===== src/rtl/core/rred_pkg.sv =====
package rred_pkg;

  localparam int unsigned NUM_W = 32;

  localparam logic [7:0] CH_DOLLAR = 8'h24;
  localparam logic [7:0] CH_STAR   = 8'h2A;
  localparam logic [7:0] CH_LF     = 8'h0A;
  localparam logic [7:0] CH_MINUS  = 8'h2D;
  localparam logic [7:0] CH_ZERO   = 8'h30;
  localparam logic [7:0] CH_NINE   = 8'h39;

  typedef enum logic [1:0] {
    KIND_OTHER = 2'd0,
    KIND_BULK  = 2'd1,
    KIND_ARRAY = 2'd2
  } hdr_kind_t;

  typedef struct packed {
    logic reply_end;
    logic in_payload;
  } rred_flags_t;

endpackage


===== src/rtl/core/rred_in_reg.sv =====
module rred_in_reg
  import rred_pkg::*;
(
  input  logic       clk,
  input  logic       rst_n,
  input  logic       in_tvalid,
  output logic       in_tready,
  input  logic [7:0] in_tdata,
  input  logic       adv,
  output logic       s1_valid,
  output logic [7:0] s1_byte
);

  logic       v_r, v_nxt;
  logic [7:0] byte_r;
  logic       in_fire;

  assign in_tready = !v_r || adv;
  assign in_fire   = in_tvalid && in_tready;

  always_comb begin
    v_nxt = v_r;
    if (in_fire) begin
      v_nxt = 1'b1;
    end else if (adv) begin
      v_nxt = 1'b0;
    end
  end

  always_ff @(posedge clk) begin
    if (!rst_n) begin
      v_r <= 1'b0;
    end else begin
      v_r <= v_nxt;
    end
  end

  always_ff @(posedge clk) begin
    if (in_fire) begin
      byte_r <= in_tdata;
    end
  end

  assign s1_valid = v_r;
  assign s1_byte  = byte_r;

endmodule


===== src/rtl/core/rred_frame.sv =====
module rred_frame
  import rred_pkg::*;
#(
  parameter int unsigned PAYLOAD_BITS = 20,
  parameter int unsigned PENDING_BITS = 24
) (
  input  logic                    clk,
  input  logic                    rst_n,
  input  logic                    fire,
  input  logic [7:0]              byte_i,
  output rred_flags_t             flags,
  output logic [PENDING_BITS-1:0] lines
);

  localparam logic [PAYLOAD_BITS-1:0] PAY_MAX  = '1;
  localparam logic [PENDING_BITS-1:0] PEND_MAX = '1;
  localparam logic [PENDING_BITS-1:0] PEND_ONE = PENDING_BITS'(1);

  logic                    exp_r, exp_nxt;
  hdr_kind_t               kind_r, kind_nxt;
  logic [NUM_W-1:0]        num_r, num_nxt;
  logic                    neg_r, neg_nxt;
  logic                    open_r, open_nxt;
  logic                    pmode_r, pmode_nxt;
  logic [PAYLOAD_BITS-1:0] pcnt_r, pcnt_nxt;
  logic [PAYLOAD_BITS-1:0] plen_r, plen_nxt;
  logic [PENDING_BITS-1:0] pend_r, pend_nxt;

  // pending-line adder shared by bulk and array headers
  function automatic logic [PENDING_BITS-1:0] pend_add(
    input logic [PENDING_BITS-1:0] p,
    input logic [NUM_W-1:0]        v
  );
    logic [NUM_W:0] s;
    s = (NUM_W+1)'(p) + (NUM_W+1)'(v);
    if ((s >> PENDING_BITS) != '0) begin
      return PEND_MAX;
    end
    return s[PENDING_BITS-1:0];
  endfunction

  function automatic logic [PENDING_BITS-1:0] pend_dec(
    input logic [PENDING_BITS-1:0] p
  );
    if (p != '0) begin
      return p - PEND_ONE;
    end
    return p;
  endfunction

  logic [NUM_W+3:0] num10;
  logic             is_digit;
  logic             pay_done;

  always_comb begin
    num10    = ((NUM_W+4)'(num_r) << 3) + ((NUM_W+4)'(num_r) << 1)
               + (NUM_W+4)'(byte_i[3:0]);
    is_digit = byte_i inside {[CH_ZERO:CH_NINE]};
    pay_done = pcnt_r >= plen_r;

    exp_nxt   = exp_r;
    kind_nxt  = kind_r;
    num_nxt   = num_r;
    neg_nxt   = neg_r;
    open_nxt  = open_r;
    pmode_nxt = pmode_r;
    pcnt_nxt  = pcnt_r;
    plen_nxt  = plen_r;
    pend_nxt  = pend_r;
    flags     = '0;
    lines     = '0;

    if (exp_r) begin
      exp_nxt   = 1'b0;
      pmode_nxt = 1'b0;
      num_nxt   = '0;
      neg_nxt   = 1'b0;
      if (byte_i == CH_DOLLAR) begin
        kind_nxt = KIND_BULK;
        open_nxt = 1'b1;
        pend_nxt = pend_add(pend_r, NUM_W'(1));
      end else if (byte_i == CH_STAR) begin
        kind_nxt = KIND_ARRAY;
        open_nxt = 1'b1;
      end else begin
        kind_nxt = KIND_OTHER;
        open_nxt = 1'b0;
      end
    end else if (pmode_r) begin
      flags.in_payload = !pay_done;
      // an early line feed is payload data
      if (byte_i == CH_LF && pay_done) begin
        pmode_nxt = 1'b0;
        exp_nxt   = 1'b1;
        pend_nxt  = pend_dec(pend_r);
      end else if (pcnt_r != PAY_MAX) begin
        pcnt_nxt = pcnt_r + PAYLOAD_BITS'(1);
      end
    end else if (byte_i == CH_LF) begin
      open_nxt = 1'b0;
      exp_nxt  = 1'b1;
      if (kind_r == KIND_BULK) begin
        // null bulk closes its line with no payload
        if (neg_r && num_r == NUM_W'(1)) begin
          pend_nxt = pend_dec(pend_r);
        end else begin
          pmode_nxt = 1'b1;
          pcnt_nxt  = '0;
          if (neg_r) begin
            plen_nxt = '0;
          end else if ((num_r >> PAYLOAD_BITS) != '0) begin
            plen_nxt = PAY_MAX;
          end else begin
            plen_nxt = num_r[PAYLOAD_BITS-1:0];
          end
          exp_nxt = 1'b0;
        end
      end else if (kind_r == KIND_ARRAY && !neg_r) begin
        pend_nxt = pend_add(pend_r, num_r);
      end
      kind_nxt = KIND_OTHER;
      pend_nxt = pend_dec(pend_nxt);
    end else if (open_r) begin
      if (is_digit) begin
        num_nxt = (num10[NUM_W+3:NUM_W] != '0) ? '1 : num10[NUM_W-1:0];
      end else if (byte_i == CH_MINUS && num_r == '0 && !neg_r) begin
        neg_nxt = 1'b1;
      end else begin
        open_nxt = 1'b0;
      end
    end

    lines = pend_nxt;
    // rearm at the reply's last byte
    if (pend_nxt == '0) begin
      flags.reply_end = 1'b1;
      exp_nxt   = 1'b1;
      kind_nxt  = KIND_OTHER;
      num_nxt   = '0;
      neg_nxt   = 1'b0;
      open_nxt  = 1'b0;
      pmode_nxt = 1'b0;
      pcnt_nxt  = '0;
      plen_nxt  = '0;
      pend_nxt  = PEND_ONE;
    end
  end

  always_ff @(posedge clk) begin
    if (!rst_n) begin
      exp_r   <= 1'b1;
      kind_r  <= KIND_OTHER;
      num_r   <= '0;
      neg_r   <= 1'b0;
      open_r  <= 1'b0;
      pmode_r <= 1'b0;
      pcnt_r  <= '0;
      plen_r  <= '0;
      pend_r  <= PEND_ONE;
    end else if (fire) begin
      exp_r   <= exp_nxt;
      kind_r  <= kind_nxt;
      num_r   <= num_nxt;
      neg_r   <= neg_nxt;
      open_r  <= open_nxt;
      pmode_r <= pmode_nxt;
      pcnt_r  <= pcnt_nxt;
      plen_r  <= plen_nxt;
      pend_r  <= pend_nxt;
    end
  end

  a_hdr_pay_excl: assert property (@(posedge clk) disable iff (!rst_n)
    !(exp_r && pmode_r))
    else $error("header and payload expected together");

  a_end_rearm: assert property (@(posedge clk) disable iff (!rst_n)
    (fire && flags.reply_end) |=> (exp_r && !pmode_r && pend_r == PEND_ONE))
    else $error("no rearm after reply end");

  a_pay_mode: assert property (@(posedge clk) disable iff (!rst_n)
    flags.in_payload |-> (pmode_r && pcnt_r < plen_r))
    else $error("payload flag outside payload");

  a_pend_live: assert property (@(posedge clk) disable iff (!rst_n)
    pend_r != '0)
    else $error("pending count held at zero");

endmodule


===== src/rtl/core/resp_reply_end_detector.sv =====
// Pipeline: an accepted input byte is held in the input register, then its result item is
// written into the output register, where it is valid; a stall on the output holds both.
// Throughput: one item per cycle while the output is not stalled; the line-count update
// for each byte is combinational between the input register and the output register.
// Reset (rst_n low, synchronous): both pipeline registers are emptied and the
// framing state returns to header expected with one line pending.
module resp_reply_end_detector
  import rred_pkg::*;
#(
  parameter int unsigned PAYLOAD_BITS = 20,
  parameter int unsigned PENDING_BITS = 24,
  localparam int unsigned OUT_W = ((8 + PENDING_BITS + 7) / 8) * 8
) (
  input  logic             clk,
  input  logic             rst_n,
  input  logic             in_tvalid,
  output logic             in_tready,
  input  logic [7:0]       in_tdata,   // [7:0] data_byte
  output logic             out_tvalid,
  input  logic             out_tready,
  output logic [OUT_W-1:0] out_tdata,  // [7:0] byte_out, then lines_pending, zero pad
  output logic             out_tlast,  // reply_end
  output logic             out_tuser   // in_payload
);

  logic                    adv;
  logic                    fire;
  logic                    s1_valid;
  logic [7:0]              s1_byte;
  rred_flags_t             flags;
  logic [PENDING_BITS-1:0] lines;

  logic                    out_v_r, out_v_nxt;
  logic [7:0]              byte_r;
  logic [PENDING_BITS-1:0] lines_r;
  rred_flags_t             flags_r;

  // advance when the output register is free or being drained
  assign adv  = !out_v_r || out_tready;
  assign fire = s1_valid && adv;

  rred_in_reg u_in (
    .clk       (clk),
    .rst_n     (rst_n),
    .in_tvalid (in_tvalid),
    .in_tready (in_tready),
    .in_tdata  (in_tdata),
    .adv       (adv),
    .s1_valid  (s1_valid),
    .s1_byte   (s1_byte)
  );

  rred_frame #(
    .PAYLOAD_BITS (PAYLOAD_BITS),
    .PENDING_BITS (PENDING_BITS)
  ) u_frame (
    .clk    (clk),
    .rst_n  (rst_n),
    .fire   (fire),
    .byte_i (s1_byte),
    .flags  (flags),
    .lines  (lines)
  );

  always_comb begin
    out_v_nxt = adv ? s1_valid : out_v_r;
  end

  always_ff @(posedge clk) begin
    if (!rst_n) begin
      out_v_r <= 1'b0;
    end else begin
      out_v_r <= out_v_nxt;
    end
  end

  always_ff @(posedge clk) begin
    if (fire) begin
      byte_r  <= s1_byte;
      lines_r <= lines;
      flags_r <= flags;
    end
  end

  assign out_tvalid = out_v_r;
  assign out_tdata  = OUT_W'({lines_r, byte_r});
  assign out_tlast  = flags_r.reply_end;
  assign out_tuser  = flags_r.in_payload;

endmodule


===== config.mk =====
export PLATFORM = sky130hd
export DESIGN_NAME = resp_reply_end_detector
export DESIGN_NICKNAME = d
export VERILOG_FILES = /design/src/rtl/core/rred_pkg.sv /design/src/rtl/core/rred_in_reg.sv /design/src/rtl/core/rred_frame.sv /design/src/rtl/core/resp_reply_end_detector.sv
export SDC_FILE = /design/constraint.sdc
export NUM_CORES = 1
export LEC_CHECK = 0
export ABC_AREA = 1
export BUFFER_PORTS_ARGS = -buffer_cell sky130_fd_sc_hd__buf_2
export CAP_MARGIN = 25
export CORE_MARGIN = 5
export CORE_UTILIZATION = 40
export DETAILED_ROUTE_END_ITERATION = 8
export PLACE_DENSITY = 0.57
export SYNTH_ARGS = -nofsm -noshare
export SYNTH_HDL_FRONTEND = slang
export SYNTH_SLANG_ARGS = --single-unit

===== constraint.sdc =====
create_clock -name clk -period 13.1 [get_ports clk]
set_input_delay 1.31 -clock clk [delete_from_list [all_inputs] [get_ports clk]]
set_output_delay 1.31 -clock clk [all_outputs]
set_load 0.03 [all_outputs]

==> impl_metrics.tcl <==
set metrics [dict create \
    cts_resized 0 \
    critPathBufInv 2 \
    synth_top_area_cell "nand2_1" \
    core_area_um2 37700 \
    syn2layout_area_growth_pct 6.89 \
    min_period_ps 6720 \
    crit_cells 35 \
    diodes 0 \
    fp.dieH_um 205 \
    fillCellCount 4097 \
    grt-ovfl-total 0 \
    track_usage_pct 23.7 \
    cp_data_arrival_time_ps 7090 \
    clock_latency_ps 450 \
    cts_buffer_depth 2 \
    multi_input_area_um2 10100 \
    p_leak_uw 0.00809 \
    crit_top_cell "nand2_1" \
    synth_area_leaders "nand2_1 (17%), dfxtp_1 (14%), ha_1 (9.3%), inv_1 (8.6%), edfxtp_1 (8.3%)" \
    synth_top_cell_area_share_pct 17.4 \
    async_reset_ff_share_pct 0 \
    initial_core_util_pct 40.5 \
    netlist_instances 2540 \
    cts_root_buf "clkbuf_16" \
    syn_nets 2668 \
    numPortBuffers 47 \
    max_stage_delay_ps 570 \
    fin_crit_sh_pct 51.3 \
    hold_viol 0 \
    totalPowerFinal_uw 1390 \
    ys_warn_count 0 \
    reg2regPathDepth 35 \
    h-tree-depth 4 \
    vdd_drop_max_uv 90.0 \
    num_vias 16100 \
    row_count 71 \
    drc 0 \
    slew_headroom_pct 36.6 \
    holdPathStages 0 \
    grt_max_degree 74 \
    fin_nets 2644 \
    seqCellArea_um2 3340 \
    syn_area_per_cell_um2 6.01 \
    min_path_type "reg -> reg" \
    cts.sink_count 146 \
    drive_gt1_share_pct 5.98 \
    cts_setup_buffers 0 \
    wl_per_cell_um 16.6 \
    cts_tree "built" \
    final_core_utilization_pct 43.3 \
    cap_violations 0 \
    fmax_mhz 149 \
    tns_ps 0 \
    antenna_found_initial 0 \
    path_max_fanout 49 \
    syn_area_um2 15300 \
    slew_violations 0 \
    dp_hpwl_um 39400 \
    grt_pass1_wl_um 80000 \
    status "finished clean" \
    ctsHoldBuffers 0 \
    synth_edf_count 42 \
    ioPinCount 48 \
    ys.flop_type "dfxtp_1" \
    antenna_left 0 \
    first_iter_violations 1169 \
    drtPass1Iterations 6 \
    crit_family "simple AND/OR/NAND/NOR gates" \
    dieArea_um2 42100 \
    cts_buffers 17 \
    worst_pin_slew_ps 941 \
    rsz0062_at_grt "false" \
    die_x_um 205 \
    seq_area_frac_synth_pct 21.9 \
    cpMaxStageDelayCell "dfxtp_1" \
    yosysUniqueCellTypes 46 \
    setup_viol 0 \
    finClkSkew_ps 12.5 \
    pwr_density_cell_nw_per_um2 85.4 \
    ys_ff_latch 146 \
    drt-vias-per-instance 5.29 \
    clkSlewWorstSetupHoldPaths_ps 60 \
    grt_pass1_vias 14800 \
    path_class "reg -> reg" \
    critPathRequiredTime_ps 13470 \
    gp_congestion 1.04 \
    start_kind "register" \
    routed_wl_um 50500 \
    crit_path_end_kind "register" \
]
final cells by class:
type | count | share of cell area [%]
clock buffer | 25 | 3.05
clock inverter | 5 | 0.315
inverter | 364 | 8.39
multi-input combinational | 1925 | 61.7
sequential | 146 | 20.5
tap | 511 | 3.92
timing repair buffer | 62 | 2.13
synthesized netlist by cell type, types with 12 or more instances:
cell type and number:
xor2_1 62, nand2_1 709, inv_1 348, nand3_1 169, nor3_1 34, edfxtp_1 42, o21ai_0 145, dfxtp_1 104
buf_2 26, ha_1 113, nand4_1 71, clkbuf_1 63, nor4_1 21, xnor2_1 29, nor2_1 285, nor2_2 12
a21oi_1 156
metal layers:
metal  part of all wire [%]  global-route usage [%]  vias to the layer above
met1                     45                    32.1                     7315
li1                       -                       -                     8174
met4                    2.6                    7.61                        0
met2                     47                    39.4                      506
met5                      0                       0                        -
met3                    5.3                    2.92                       81
cell usage in the layout (no fill, tap or decap), types with 5 or more instances in the layout:
cell type | Yosys | layout
o211ai_1 | 11 | 11
o21ai_0 | 145 | 145
inv_2 | 11 | 11
nand4_1 | 71 | 71
nor2_4 | 5 | 5
nor2_2 | 12 | 12
clkbuf_1 | 63 | 5
nand3_2 | 6 | 6
xor2_1 | 62 | 62
nor4_1 | 21 | 21
ha_1 | 113 | 113
a31oi_1 | 9 | 9
nor3_1 | 34 | 33
clkbuf_16 | 0 | 18
o21ai_1 | 11 | 11
a211oi_1 | 6 | 6
o21a_1 | 11 | 11
buf_2 | 26 | 47
nor2_1 | 285 | 285
nand2_2 | 8 | 8
xnor2_1 | 29 | 29
nand2_1 | 709 | 709
inv_1 | 348 | 348
dfxtp_1 | 104 | 104
or2_2 | 11 | 11
a21oi_1 | 156 | 156
nand3_1 | 169 | 169
buf_4 | 9 | 15
edfxtp_1 | 42 | 42
o22ai_1 | 9 | 9
cells by family (layout without fill, tap and decap cells):
group | after synthesis | after routing | synth area share, %
AOI/OAI and AO/OA | 376 | 376 | 13.4
xor gates and xnor gates | 91 | 91 | 5.22
adders and majority gates | 116 | 116 | 9.66
buffers and inverters | 469 | 456 | 12.2
DFF | 146 | 146 | 21.9
and+or+nand+nor | 1342 | 1342 | 37.6
stage by stage:
stage / setup WS (ps) / hold slack [ps] / instance area, µm² / instances
6_report: 6380 / 468 / 16300 / 3038
5_1_grt: 5720 / 486 / 16300 / 3038
4_1_cts: 6470 / 471 / 16300 / 3038
3_5_place_dp: 6480 / 457 / 15800 / 3008
3_3_place_gp: 6540 / 439 / 15800 / 3008
2_1_floorplan: 8580 / 427 / 15300 / 2540
worst paths after layout:
kind	from	to	slack, ps
hold / removal	u_in.s1_byte[7]$_DFFE_PP_	byte_r[7]$_DFFE_PP_	470
hold reg to reg	u_in.s1_byte[7]$_DFFE_PP_	byte_r[7]$_DFFE_PP_	470
setup reg to reg	u_frame.pend_r[0]$_SDFFE_PN1P_	u_frame.num_r[24]$_SDFFE_PN0P_	6380
setup / recovery	u_frame.pend_r[0]$_SDFFE_PN1P_	u_frame.num_r[24]$_SDFFE_PN0P_	6380
report_power, final:
group	switching, µW	leakage [µW]	total [µW]	internal, µW
clock	189	0.000272	468	279
combinational	278	0.00657	406	128
sequential	33.5	0.00125	519	485
total	500	0.00809	1390	893
state kept, by name, summed over array words and instances (netlist names), 2 cells and up:
register / flops
byte_r: 8
lines_r: 24
u_frame.kind_r: 2
u_frame.num_r: 32
u_frame.pcnt_r: 20
u_frame.pend_r: 24
u_frame.plen_r: 20
u_in.s1_byte: 8
No activity file was read; power rests on OpenSTA's default activity.
